<file path="src/ook_remote_frame_encoder_unit_defines.svh">
// Assertion macros used by the remote frame encoder back end.
`ifndef OOK_REMOTE_FRAME_ENCODER_UNIT_DEFINES_SVH
`define OOK_REMOTE_FRAME_ENCODER_UNIT_DEFINES_SVH

// Same-cycle implication, checked outside reset.
`define OOKRFE_ASSERT_NOW(lbl, clk, rst_n, ante, cons) \
	lbl: assert property (@(posedge clk) disable iff (!rst_n) (ante) |-> (cons)) \
		else $error("ookrfe assertion failed");

// Next-cycle implication, checked outside reset.
`define OOKRFE_ASSERT_NEXT(lbl, clk, rst_n, ante, cons) \
	lbl: assert property (@(posedge clk) disable iff (!rst_n) (ante) |=> (cons)) \
		else $error("ookrfe assertion failed");

`endif

</file>
<file path="src/ookrfe_pkg.sv">
// Types, codes and pulse timing table of the remote frame encoder.
package ookrfe_pkg;

	localparam logic [2:0] MDL_0 = 3'd0;
	localparam logic [2:0] MDL_1 = 3'd1;
	localparam logic [2:0] MDL_2 = 3'd2;
	localparam logic [2:0] MDL_3 = 3'd3;
	localparam logic [2:0] MDL_4 = 3'd4;

	localparam logic [1:0] CMD_SHOCK   = 2'd0;
	localparam logic [1:0] CMD_VIBRATE = 2'd1;
	localparam logic [1:0] CMD_SOUND   = 2'd2;
	localparam logic [1:0] CMD_LIGHT   = 2'd3;

	// Type codes of model 3 (high nibble before the device id, low nibble after the intensity).
	localparam logic [7:0] M3_CODE_SHOCK   = 8'h61;
	localparam logic [7:0] M3_CODE_VIBRATE = 8'h72;
	localparam logic [7:0] M3_CODE_SOUND   = 8'h84;

	// Leading byte of every model 4 frame.
	localparam logic [7:0] M4_FRAME_MARK = 8'h04;

	localparam int FRAME_W = 43;

	typedef struct packed {
		logic [2:0]  model;
		logic [1:0]  command;
		logic [15:0] device_id;
		logic [7:0]  intensity;
		logic [7:0]  channel;
	} in_item_t;

	typedef struct packed {
		logic [10:0] high_us;
		logic [12:0] low_us;
		logic        last;
		logic        rejected;
	} out_item_t;

	// Encoded command as it travels from front end to back end.
	typedef struct packed {
		logic               rejected;
		logic [2:0]         model;
		logic [5:0]         nbits;
		logic [FRAME_W-1:0] data;
	} frame_t;

	typedef struct packed {
		logic [10:0] hi;
		logic [12:0] lo;
	} pulse_t;

	typedef enum logic [1:0] {
		PK_PRE,
		PK_ONE,
		PK_ZERO,
		PK_POST
	} pulse_kind_t;

	typedef enum logic [1:0] {
		PH_IDLE,
		PH_BITS,
		PH_POST
	} phase_t;

	function automatic pulse_t pulse_lookup(input logic [2:0] model, input pulse_kind_t kind);
		pulse_t p;
		p = '{hi: 11'd0, lo: 13'd0};
		case (model)
			MDL_0: begin
				case (kind)
					PK_PRE:  p = '{hi: 11'd1400, lo: 13'd750};
					PK_ONE:  p = '{hi: 11'd750,  lo: 13'd250};
					PK_ZERO: p = '{hi: 11'd250,  lo: 13'd750};
					default: p = '{hi: 11'd0,    lo: 13'd0};
				endcase
			end
			MDL_1: begin
				case (kind)
					PK_PRE:  p = '{hi: 11'd750, lo: 13'd750};
					PK_ONE:  p = '{hi: 11'd200, lo: 13'd1500};
					PK_ZERO: p = '{hi: 11'd200, lo: 13'd750};
					default: p = '{hi: 11'd200, lo: 13'd7000};
				endcase
			end
			MDL_2: begin
				case (kind)
					PK_PRE:  p = '{hi: 11'd1500, lo: 13'd750};
					PK_ONE:  p = '{hi: 11'd750,  lo: 13'd250};
					PK_ZERO: p = '{hi: 11'd250,  lo: 13'd750};
					default: p = '{hi: 11'd250,  lo: 13'd3750};
				endcase
			end
			MDL_3: begin
				case (kind)
					PK_PRE:  p = '{hi: 11'd960, lo: 13'd790};
					PK_ONE:  p = '{hi: 11'd220, lo: 13'd980};
					PK_ZERO: p = '{hi: 11'd220, lo: 13'd580};
					default: p = '{hi: 11'd220, lo: 13'd135};
				endcase
			end
			MDL_4: begin
				case (kind)
					PK_PRE:  p = '{hi: 11'd1900, lo: 13'd4000};
					PK_ONE:  p = '{hi: 11'd900,  lo: 13'd300};
					PK_ZERO: p = '{hi: 11'd300,  lo: 13'd900};
					default: p = '{hi: 11'd200,  lo: 13'd2200};
				endcase
			end
			default: p = '{hi: 11'd0, lo: 13'd0};
		endcase
		return p;
	endfunction

endpackage

</file>
<file path="src/ookrfe_front.sv">
// Front end: register one command, classify it and pack its frame bits.
module ookrfe_front (
	input  logic                  clk,
	input  logic                  arst_n,
	input  logic                  cmd_valid,
	output logic                  cmd_ready,
	input  ookrfe_pkg::in_item_t  cmd,
	output logic                  push,
	input  logic                  push_ready,
	output ookrfe_pkg::frame_t    frame
);

	localparam logic [63:0] NIBBLE_CHECK_TABLE = 64'h084C2A6E195D3B7F;

	function automatic logic [3:0] nibble_check(input logic [3:0] b);
		return NIBBLE_CHECK_TABLE[{b, 2'b00} +: 4];
	endfunction

	function automatic logic [7:0] byte_sum(input logic [31:0] w);
		return w[7:0] + w[15:8] + w[23:16] + w[31:24];
	endfunction

	logic                 valid_s1;
	ookrfe_pkg::in_item_t item_s1;

	logic        is_sound;
	logic [7:0]  inten_c99;
	logic [7:0]  inten_c100;
	logic [7:0]  inten0;
	logic [7:0]  inten3;
	logic [3:0]  cmd_p1;
	logic [11:0] prod15;
	logic [24:0] recip;
	logic [5:0]  scaled;
	logic [3:0]  inten4;
	logic [1:0]  chan4;
	logic [31:0] payload0;
	logic [31:0] payload4;
	logic [7:0]  tv1;
	logic [7:0]  ts1;
	logic [3:0]  tv2;
	logic [3:0]  ch2;
	logic [7:0]  tv3;
	logic [3:0]  ch3;

	assign cmd_ready = !valid_s1 || push_ready;
	assign push      = valid_s1;

	always_ff @(posedge clk or negedge arst_n) begin
		if (!arst_n) begin
			valid_s1 <= 1'b0;
		end else if (cmd_ready) begin
			valid_s1 <= cmd_valid;
		end
	end

	always_ff @(posedge clk) begin
		if (cmd_valid && cmd_ready) begin
			item_s1 <= cmd;
		end
	end

	always_comb begin
		is_sound   = (item_s1.command == ookrfe_pkg::CMD_SOUND);
		inten_c99  = (item_s1.intensity > 8'd99) ? 8'd99 : item_s1.intensity;
		inten_c100 = (item_s1.intensity > 8'd100) ? 8'd100 : item_s1.intensity;
		inten0     = is_sound ? 8'd0 : inten_c99;
		inten3     = is_sound ? 8'd0 : inten_c100;
		cmd_p1     = {2'b00, item_s1.command} + 4'd1;

		// intensity * 15 / 100 via reciprocal 5243 / 2^19, exact below 4096
		prod15 = {item_s1.intensity, 4'b0000} - {4'b0000, item_s1.intensity};
		recip  = {13'd0, prod15} * 25'd5243;
		scaled = recip[24:19];
		if (is_sound || item_s1.intensity == 8'd0) begin
			inten4 = 4'd0;
		end else if (scaled > 6'd15) begin
			inten4 = 4'd15;
		end else if (scaled == 6'd0) begin
			inten4 = 4'd1;
		end else begin
			inten4 = scaled[3:0];
		end
		if (item_s1.channel == 8'd0) begin
			chan4 = 2'd1;
		end else if (item_s1.channel > 8'd3) begin
			chan4 = 2'd3;
		end else begin
			chan4 = item_s1.channel[1:0];
		end

		payload0 = {item_s1.device_id, item_s1.channel[3:0], cmd_p1, inten0};
		payload4 = {ookrfe_pkg::M4_FRAME_MARK, item_s1.device_id, cmd_p1[1:0], chan4, inten4};

		tv1 = 8'h80 | (8'h01 << item_s1.command);
		ts1 = ~(8'h01 | (8'h80 >> item_s1.command));

		tv2 = 4'h1 << item_s1.command;
		ch2 = (item_s1.channel == 8'd0) ? 4'h8 : 4'hF;

		case (item_s1.command)
			ookrfe_pkg::CMD_SHOCK:   tv3 = ookrfe_pkg::M3_CODE_SHOCK;
			ookrfe_pkg::CMD_VIBRATE: tv3 = ookrfe_pkg::M3_CODE_VIBRATE;
			default:                 tv3 = ookrfe_pkg::M3_CODE_SOUND;
		endcase
		ch3 = (item_s1.channel == 8'd0) ? 4'h0 : 4'hE;

		frame.model    = item_s1.model;
		frame.rejected = 1'b0;
		frame.nbits    = 6'd40;
		frame.data     = '0;
		case (item_s1.model)
			ookrfe_pkg::MDL_0: begin
				frame.nbits = 6'd43;
				frame.data  = {payload0, byte_sum(payload0), 3'b000};
			end
			ookrfe_pkg::MDL_1: begin
				frame.rejected = (item_s1.command == ookrfe_pkg::CMD_LIGHT);
				frame.data     = {tv1, item_s1.device_id, inten_c100, ts1, 3'b000};
			end
			ookrfe_pkg::MDL_2: begin
				frame.data = {ch2, tv2, item_s1.device_id, inten_c100,
					nibble_check(tv2), nibble_check(ch2), 3'b000};
			end
			ookrfe_pkg::MDL_3: begin
				frame.rejected = (item_s1.command == ookrfe_pkg::CMD_LIGHT);
				frame.nbits    = 6'd41;
				frame.data     = {ch3, tv3[7:4], item_s1.device_id, inten3,
					tv3[3:0], ch3, 1'b0, 2'b00};
			end
			ookrfe_pkg::MDL_4: begin
				frame.rejected = (item_s1.command == ookrfe_pkg::CMD_LIGHT);
				frame.data     = {payload4, byte_sum(payload4), 3'b000};
			end
			default: begin
				frame.rejected = 1'b1;
			end
		endcase
	end

endmodule

</file>
<file path="src/ookrfe_queue.sv">
// Small FIFO of encoded frames between front end and back end.
module ookrfe_queue #(
	parameter int DEPTH = 2
) (
	input  logic               clk,
	input  logic               arst_n,
	input  logic               push,
	output logic               push_ready,
	input  ookrfe_pkg::frame_t push_data,
	input  logic               pop,
	output logic               pop_valid,
	output ookrfe_pkg::frame_t pop_data
);

	localparam int PTR_W = (DEPTH > 1) ? $clog2(DEPTH) : 1;
	localparam int CNT_W = $clog2(DEPTH + 1);
	localparam logic [PTR_W-1:0] LAST_PTR = PTR_W'(DEPTH - 1);

	ookrfe_pkg::frame_t entries_q [DEPTH];
	logic [PTR_W-1:0]   wr_ptr_q;
	logic [PTR_W-1:0]   rd_ptr_q;
	logic [CNT_W-1:0]   count_q;
	logic               do_push;
	logic               do_pop;

	assign push_ready = (count_q != CNT_W'(DEPTH));
	assign pop_valid  = (count_q != '0);
	assign pop_data   = entries_q[rd_ptr_q];
	assign do_push    = push && push_ready;
	assign do_pop     = pop && pop_valid;

	always_ff @(posedge clk or negedge arst_n) begin
		if (!arst_n) begin
			wr_ptr_q <= '0;
			rd_ptr_q <= '0;
			count_q  <= '0;
		end else begin
			if (do_push) begin
				wr_ptr_q <= (wr_ptr_q == LAST_PTR) ? '0 : wr_ptr_q + 1'b1;
			end
			if (do_pop) begin
				rd_ptr_q <= (rd_ptr_q == LAST_PTR) ? '0 : rd_ptr_q + 1'b1;
			end
			if (do_push && !do_pop) begin
				count_q <= count_q + 1'b1;
			end else if (do_pop && !do_push) begin
				count_q <= count_q - 1'b1;
			end
		end
	end

	always_ff @(posedge clk) begin
		if (do_push) begin
			entries_q[wr_ptr_q] <= push_data;
		end
	end

endmodule

</file>
<file path="src/ookrfe_back.sv">
// Back end: walk one frame and emit its pulses into the output register.
`include "ook_remote_frame_encoder_unit_defines.svh"

module ookrfe_back (
	input  logic                  clk,
	input  logic                  arst_n,
	input  logic                  q_valid,
	output logic                  q_pop,
	input  ookrfe_pkg::frame_t    q_data,
	output logic                  pulse_valid,
	input  logic                  pulse_ready,
	output ookrfe_pkg::out_item_t pulse
);

	localparam int FW = ookrfe_pkg::FRAME_W;

	ookrfe_pkg::phase_t    state_q, state_d;
	logic [FW-1:0]         data_q, data_d;
	logic [5:0]            cnt_q, cnt_d;
	logic [2:0]            model_q, model_d;
	logic                  out_valid_q;
	ookrfe_pkg::out_item_t out_q, out_d;
	logic                  adv;
	logic                  emit;
	ookrfe_pkg::pulse_t    p;

	assign adv         = !out_valid_q || pulse_ready;
	assign pulse_valid = out_valid_q;
	assign pulse       = out_q;

	always_ff @(posedge clk or negedge arst_n) begin
		if (!arst_n) begin
			state_q     <= ookrfe_pkg::PH_IDLE;
			out_valid_q <= 1'b0;
		end else begin
			state_q <= state_d;
			if (emit) begin
				out_valid_q <= 1'b1;
			end else if (pulse_ready) begin
				out_valid_q <= 1'b0;
			end
		end
	end

	always_ff @(posedge clk) begin
		data_q  <= data_d;
		cnt_q   <= cnt_d;
		model_q <= model_d;
		if (emit) begin
			out_q <= out_d;
		end
	end

	always_comb begin
		state_d = state_q;
		data_d  = data_q;
		cnt_d   = cnt_q;
		model_d = model_q;
		q_pop   = 1'b0;
		emit    = 1'b0;
		p       = '{hi: 11'd0, lo: 13'd0};
		out_d   = '{high_us: 11'd0, low_us: 13'd0, last: 1'b0, rejected: 1'b0};
		case (state_q)
			ookrfe_pkg::PH_IDLE: begin
				if (adv && q_valid) begin
					q_pop = 1'b1;
					emit  = 1'b1;
					if (q_data.rejected) begin
						out_d.last     = 1'b1;
						out_d.rejected = 1'b1;
					end else begin
						p             = ookrfe_pkg::pulse_lookup(q_data.model, ookrfe_pkg::PK_PRE);
						out_d.high_us = p.hi;
						out_d.low_us  = p.lo;
						state_d       = ookrfe_pkg::PH_BITS;
						data_d        = q_data.data;
						cnt_d         = q_data.nbits;
						model_d       = q_data.model;
					end
				end
			end
			ookrfe_pkg::PH_BITS: begin
				if (adv) begin
					emit = 1'b1;
					p    = ookrfe_pkg::pulse_lookup(model_q,
						data_q[FW-1] ? ookrfe_pkg::PK_ONE : ookrfe_pkg::PK_ZERO);
					out_d.high_us = p.hi;
					out_d.low_us  = p.lo;
					data_d        = {data_q[FW-2:0], 1'b0};
					cnt_d         = cnt_q - 6'd1;
					if (cnt_q == 6'd1) begin
						if (model_q == ookrfe_pkg::MDL_0) begin
							out_d.last = 1'b1;
							state_d    = ookrfe_pkg::PH_IDLE;
						end else begin
							state_d = ookrfe_pkg::PH_POST;
						end
					end
				end
			end
			ookrfe_pkg::PH_POST: begin
				if (adv) begin
					emit          = 1'b1;
					p             = ookrfe_pkg::pulse_lookup(model_q, ookrfe_pkg::PK_POST);
					out_d.high_us = p.hi;
					out_d.low_us  = p.lo;
					out_d.last    = 1'b1;
					state_d       = ookrfe_pkg::PH_IDLE;
				end
			end
			default: begin
				state_d = ookrfe_pkg::PH_IDLE;
			end
		endcase
	end

	`OOKRFE_ASSERT_NOW(a_pop_needs_entry, clk, arst_n, q_pop, q_valid)
	`OOKRFE_ASSERT_NEXT(a_accepted_frame_walks_bits, clk, arst_n, q_pop && !q_data.rejected, state_q == ookrfe_pkg::PH_BITS && cnt_q != 6'd0)
	`OOKRFE_ASSERT_NOW(a_reject_is_lone_zero_item, clk, arst_n, out_valid_q && out_q.rejected, out_q.last && out_q.high_us == 11'd0 && out_q.low_us == 13'd0)

endmodule

</file>
<file path="src/ook_remote_frame_encoder_unit.sv">
// Top level of the on-off-keyed remote frame encoder.
//
// Each command transfer (model, command, device id, intensity, channel) turns into
// one pulse train of 42 to 44 (high_us, low_us) transfers, preamble first, frame
// bits most significant first, then a postamble on every model but model 0; last
// marks the final pulse. An unsupported model/command pair gives a single transfer
// with rejected and last set and both durations zero. The front end registers the
// command and packs its frame combinationally from that register; the back end
// emits one pulse per cycle from a registered output while the receiver is ready.
// With the queue and the output empty, the first pulse passes the front end
// register, a queue entry and the output register before it is presented.
// QUEUE_DEPTH encoded frames wait between the two halves, so new commands keep
// being taken while a train plays out.
module ook_remote_frame_encoder_unit #(
	parameter int QUEUE_DEPTH = 2
) (
	input  logic                  clk,
	input  logic                  arst_n,
	input  logic                  cmd_valid,
	output logic                  cmd_ready,
	input  ookrfe_pkg::in_item_t  cmd,
	output logic                  pulse_valid,
	input  logic                  pulse_ready,
	output ookrfe_pkg::out_item_t pulse
);

	// Encoded frame handoff, front end to queue.
	logic               push;
	logic               push_ready;
	ookrfe_pkg::frame_t push_frame;

	// Queue head, consumed by the back end.
	logic               q_valid;
	logic               q_pop;
	ookrfe_pkg::frame_t q_frame;

	// Classify the command and pack its frame bits.
	ookrfe_front u_front (
		.clk        (clk),
		.arst_n     (arst_n),
		.cmd_valid  (cmd_valid),
		.cmd_ready  (cmd_ready),
		.cmd        (cmd),
		.push       (push),
		.push_ready (push_ready),
		.frame      (push_frame)
	);

	// Hold frames so front and back stall independently.
	ookrfe_queue #(
		.DEPTH (QUEUE_DEPTH)
	) u_queue (
		.clk        (clk),
		.arst_n     (arst_n),
		.push       (push),
		.push_ready (push_ready),
		.push_data  (push_frame),
		.pop        (q_pop),
		.pop_valid  (q_valid),
		.pop_data   (q_frame)
	);

	// Advance through the frame one pulse per output transfer.
	ookrfe_back u_back (
		.clk         (clk),
		.arst_n      (arst_n),
		.q_valid     (q_valid),
		.q_pop       (q_pop),
		.q_data      (q_frame),
		.pulse_valid (pulse_valid),
		.pulse_ready (pulse_ready),
		.pulse       (pulse)
	);

endmodule

</file>
<file path="config.mk">
export PLATFORM = sky130hd
export DESIGN_NAME = ook_remote_frame_encoder_unit
export DESIGN_NICKNAME = d
export VERILOG_FILES = /design/src/ookrfe_pkg.sv /design/src/ookrfe_front.sv /design/src/ookrfe_queue.sv /design/src/ookrfe_back.sv /design/src/ook_remote_frame_encoder_unit.sv
export VERILOG_INCLUDE_DIRS = /design/src /design/src/src
export SDC_FILE = /design/constraint.sdc
export NUM_CORES = 1
export LEC_CHECK = 0
export BUFFER_PORTS_ARGS = -buffer_cell sky130_fd_sc_hd__clkbuf_2
export CORE_MARGIN = 5
export CORE_UTILIZATION = 45
export CTS_CLUSTER_DIAMETER = 120
export DETAILED_ROUTE_END_ITERATION = 8
export GPL_TIMING_DRIVEN = 0
export HOLD_SLACK_MARGIN = 0.06
export SLEW_MARGIN = 10
export SYNTH_ARGS = -nofsm -noshare
export SYNTH_HDL_FRONTEND = slang
export SYNTH_SLANG_ARGS = --single-unit
</file>
<file path="constraint.sdc">
create_clock -name clk -period 24.7 [get_ports clk]
set_input_delay 4.94 -clock clk [delete_from_list [all_inputs] [get_ports clk]]
set_output_delay 4.94 -clock clk [all_outputs]
set_load 0.005 [all_outputs]
</file>
### Word level (Yosys, flattened, before mapping)

Memory sizes are Yosys's and may differ from the RTL's.
Index checks and enable logic that the tools add are counted.

* flip-flop bits (word level): 123
* RAM bits: 98
* input port bits: 41
* output and inout bits: 28
* logic and storage cells: 162
* memories kept: 1

* add/sub/neg operators: 13
* multipliers: 1
* $lt $le $gt $ge: 4
* eq/ne operators: 26
* shift operators: 5
* mux-type cells: 59
* bitwise logic cells: 2
* reduce and logical (&&, ||, !) cells: 33

Memories
* u_queue.entries_q: depth 2, width 49, rd ports 1, clocked after memory_dff 0, wr ports 1, line ookrfe_queue.sv:19 `ookrfe_pkg::frame_t entries_q [DEPTH];`

Operators with widths (number)
* 24-bit case mux with 5 select lines: 2
* 24-bit case mux with 3 select lines: 3
* 43-bit case mux with 5 select lines: 1
* 23-bit case mux with 3 select lines: 2
* 43-bit 2-to-1 mux: 3
* 64-bit by 7-bit indexed part select with 4-bit output (first input constant): 2
* 43-bit case mux with 2 select lines: 1
* 21-bit case mux with 4 select lines: 1
* 25-bit case mux with 3 select lines: 1
* 25-bit 2-to-1 mux: 2
* 8-bit adder: 5
* 8-bit 2-to-1 mux: 4
* 26-bit 2-to-1 mux: 1
* 12-bit by 13-bit multiplier with 25-bit output (second input constant): 1
* 2-bit 2-to-1 mux: 12
* 24-bit 2-to-1 mux: 1
* 3-bit by 2-bit equality test with 1-bit output (second input constant): 6
* 6-bit 2-to-1 mux: 3
* 8-bit by 7-bit > comparator with 1-bit output (second input constant): 2
* 8-bit logical NOT: 2
* 4-bit 2-to-1 mux: 4
* 8-bit case mux with 2 select lines: 1
* 6-bit case mux with 2 select lines: 1
* 12-bit by 8-bit subtractor with 12-bit output: 1
* 38 further kinds: 81

### Logic depth before layout (Yosys ltp)

* word-level depth: 10
* depth in mapped cells: 42
* depth with buffers taken out: 41

### Modules after synthesis

From an unflattened synthesis, not the netlist that was laid out.

* cell total of the unflattened synthesis: 1210
* area, all modules: 14799.2 µm²

By module, submodules not included
* ookrfe_front: instances 1, cells an instance 706, area an instance 6528.8 µm², seq. area each 1136.1 µm²
* ookrfe_queue: instances 1, cells an instance 183, area an instance 4269.1 µm², seq. area each 3283.1 µm²
* ookrfe_back: instances 1, cells an instance 321, area an instance 4001.3 µm², seq. area each 2387.3 µm²

### Worst setup path after synthesis

OpenSTA, ideal clock, no wires.

* kind: register -> register
* start: register u_front.item_s1[12] in the netlist's numbering
* end: memory u_queue.entries_q[0][10] in the netlist's numbering, data pin
* library setup time: 0.277 ns
* arrival: 8.114 ns
* required time: 24.423 ns
* setup slack: 16.309 ns
* stages on the path, launching flop included: 40
* path buffers: 1
* clock period less this slack: 8.391 ns
* cells stage by stage: edfxtp_1 clkbuf_1 inv_1 ha_1 nor4bb_1 o21ai_0 a21boi_1 o21ai_0 nand3b_1 xnor2_2 xnor2_2 ha_1 or2_2 ha_1 inv_1 fa_1 inv_1 fa_1 (+4 left out) nand4_1 nor2_1 o211ai_1 a21oi_1 a21o_1 a21oi_1 xnor2_1 o21a_1 fa_1 ha_1 ha_1 a21o_1 a21oi_1 o21ai_0 xnor2_1 a21oi_1 xnor2_1 o32ai_1

RTL lines
* start: declaration: line ookrfe_front.sv:24 `ookrfe_pkg::in_item_t item_s1;`
* start signal: assignment: line ookrfe_front.sv:59 `item_s1 <= cmd;`
* end: declaration: line ookrfe_queue.sv:19

==> results.py <==
metrics = {
    "yosys": {
        "seq_area_frac_synth_pct": 46.73,
        "synth_edf_count": 203,
        "syn_area_per_cell_sq_um": 10.95,
        "synthFlopType": "edfxtp_1",
        "ys_ff_latch": 211,
        "synthesis.area_sq_um": 13470,
        "ys_warn_count": 0,
        "synth_area_leaders": "edfxtp_1, ha_1, fa_1",
        "synth.distinct_cells": 60,
        "syn-num-nets": 1449,
        "synthCells": 1230,
        "yosysTopAreaCellShare_pct": 45.25,
        "yosysTopAreaCell": "edfxtp_1",
        "synthMostInstantiatedCell": "edfxtp_1",
        "postSynth.asyncResetShare_pct": 3.791,
        "yosys-top-cells-count": "edfxtp_1, inv_1, ha_1",
    },
    "layout": {
        "final_cells": 1734,
        "nets": 1546,
        "seq_area_sq_um": 6296,
        "drive_gt1_share_pct": 9.449,
        "area_growth_pct": 12.15,
        "fillers": 2749,
        "antennaDiodeCount": 0,
        "multi_input_area_sq_um": 6370,
        "final_area_sq_um": 15110,
    },
    "critical_path": {
        "path_max_fanout": 8,
        "ff2ff_setup_slack_ns": 14.83,
        "start_kind": "flop",
        "reg2reg_depth": 39,
        "worst-path-buf-inv": 7,
        "crit_start": "u_front.item_s1[12]$_DFFE_PP_",
        "cp_data_required_time_ns": 24.93,
        "crit_family": "adder cells",
        "worstPathArrival_ns": 10.10,
        "worstReg2RegEnd": "u_queue.entries_q[0][10]$_DFFE_PP_",
        "crit_slowest_cell": "fa_1",
        "slowest_delay_ns": 0.54,
        "worstSetupEndpointType": "flop",
        "timing.rr.start": "u_front.item_s1[12]$_DFFE_PP_",
        "critPathKind": "reg2reg",
    },
    "cts": {
        "holdBufCountCts": 0,
        "post_cts.repair.setup_buffers": 0,
        "cts_tree": "built",
        "numCtsBuffers": 23,
        "clock_path_buffers": 3,
        "root_buffer": "clkbuf_16",
        "ctsResizeCount": 0,
        "cts.clk_slew.worst_paths_ns": 0.06,
        "cts.htree.levels": 1,
        "cts.sinks": 211,
        "clock_latency_ns": 0.52,
    },
    "floorplan": {
        "rows": 63,
        "die_width_um": 183.0,
        "fp.dieH_um": 183.0,
        "pin_count": 69,
        "die_area_sq_um": 33500,
        "start_util_pct": 45.46,
        "design.core.area_sq_um": 29640,
    },
    "drt": {
        "firstDrtPassIters": 5,
        "drtIter0Drc": 769,
        "wirelength_mm": 29.85,
        "routedWlPerCell_um": 17.21,
        "viasPerCell": 5.295,
        "drc": 0,
        "vias": 9182,
        "postRouteAntennaNets": 0,
    },
    "sta": {
        "worst_slew_pin_slew_ns": 0.7853,
        "finalHoldViolations": 0,
        "setup_violations": 0,
        "whs_ns": 0.5290,
        "min_period_ns": 9.873,
        "fmax_mhz": 101.3,
        "rsz0062_at_grt": "false",
        "period_share_pct": 39.97,
        "drv_slew": 0,
        "setup_tns_ns": 0,
        "slew_headroom_pct": 47.53,
        "fin_skew_ns": 0.01027,
    },
    "min_path": {
        "holdPathStages": 0,
        "hp-start": "u_front.frame[50]$_DFFE_PP_",
        "hold_end": "u_queue.entries_q[1][46]$_DFFE_PP_",
        "min_path_type": "reg2reg",
    },
    "place": {
        "gp_congestion": 0.9246,
        "hpwl_mm": 23.10,
        "port-buffer-count": 67,
        "place_area_sq_um": 14410,
        "dp.cells": 1691,
    },
    "global_routing": {
        "antenna_found_initial": 0,
        "grt_max_degree": 35,
        "use_met1_pct": 26.19,
        "grt-busiest-layer": "met2",
        "globalRouteMet2Util_pct": 28.93,
        "grt_overflow_total": 0,
        "use_met3_pct": 2.261,
        "grt.total_usage_pct": 17.88,
        "grt_pass1_wl_mm": 48.31,
        "first_global_vias": 9053,
    },
    "job": {
        "cap_violations": 0,
    },
    "run_status": {
        "run_status": "completed",
    },
}
==> final cells by class <==
class	instances	share of cell area, %
multi-input combinational	798	42.16
clock buffer	27	3.909
buffer	53	1.366
tap	390	3.230
timing repair buffer	72	2.782
sequential	211	41.67
clock inverter	15	0.7122
inverter	168	4.174
==> through the flow <==
stage | setup WS [ns] | util (%)
finish | 14.83 | 50.98
global route | 14.14 | 50.98
global placement | 14.92 | 48.24
detailed placement | 14.94 | 48.60
floorplan | 16.31 | -
CTS | 14.90 | 50.96
==> worst max path at each step <==
stage | cells past startpoint | endpoint
floorplan | 39 | u_queue.entries_q[0][10]$_DFFE_PP_
global placement | 39 | u_queue.entries_q[0][10]$_DFFE_PP_
detailed placement | 39 | u_queue.entries_q[0][10]$_DFFE_PP_
CTS | 39 | u_queue.entries_q[0][10]$_DFFE_PP_
global route | 39 | u_queue.entries_q[0][10]$_DFFE_PP_
finish | 39 | u_queue.entries_q[0][10]$_DFFE_PP_
==> state kept, by name (all words and copies together), names as in the netlist, 3 cells and up <==
name / flops
u_queue.entries_q: 92
u_back.data_q: 40
u_front.item_s1: 34
u_back.pulse: 25
u_back.cnt_q: 6
u_back.model_q: 3
u_front.frame: 3
==> layer usage <==
metal,share of wire [%],up-vias
met1,47,4449
met3,4.5,37
met2,47,207
li1,-,4489
met5,0,-
met4,2.0,0
==> cells in the final DEF, fill, tap and decap left out, types with 12 or more instances in the layout <==
master	Yosys	layout
edfxtp_1	203	203
inv_1	168	168
ha_1	115	115
o21ai_0	105	105
nand2_1	101	101
a21oi_1	72	71
nor2_1	72	70
clkbuf_2	0	68
fa_1	63	63
mux2i_1	49	49
clkbuf_1	42	46
nand3_1	24	24
xnor2_1	24	24
clkbuf_16	0	23
a31oi_1	15	15
nor3_1	15	15
xor2_1	15	15
a211oi_1	12	12
==> worst register-to-register path, delay by kind of cell, from the launching register on <==
family	cells	cell delay (ns)
AOI/OAI and AO/OA	10	1.86
xor gates and xnor gates	4	0.99
adders and majority gates	10	3.84
buffers and inverters	7	0.76
DFF	1	0.32
and+or+nand+nor	8	1.85
==> logic make-up after synthesis <==
family                     count (synthesis)  synth area share [%]
buffers and inverters                    221                 6.213
adders and majority gates                178                 20.04
xor gates and xnor gates                  42                 2.898
DFF                                      211                 46.73
other                                      1               0.02783
AOI/OAI and AO/OA                        261                 11.28
and+or+nand+nor                          265                 8.999
muxes                                     51                 3.808
Power is left out: the tool's default activity adds up to more than one toggle a clock period on the data nets, which glitch-free logic cannot reach.
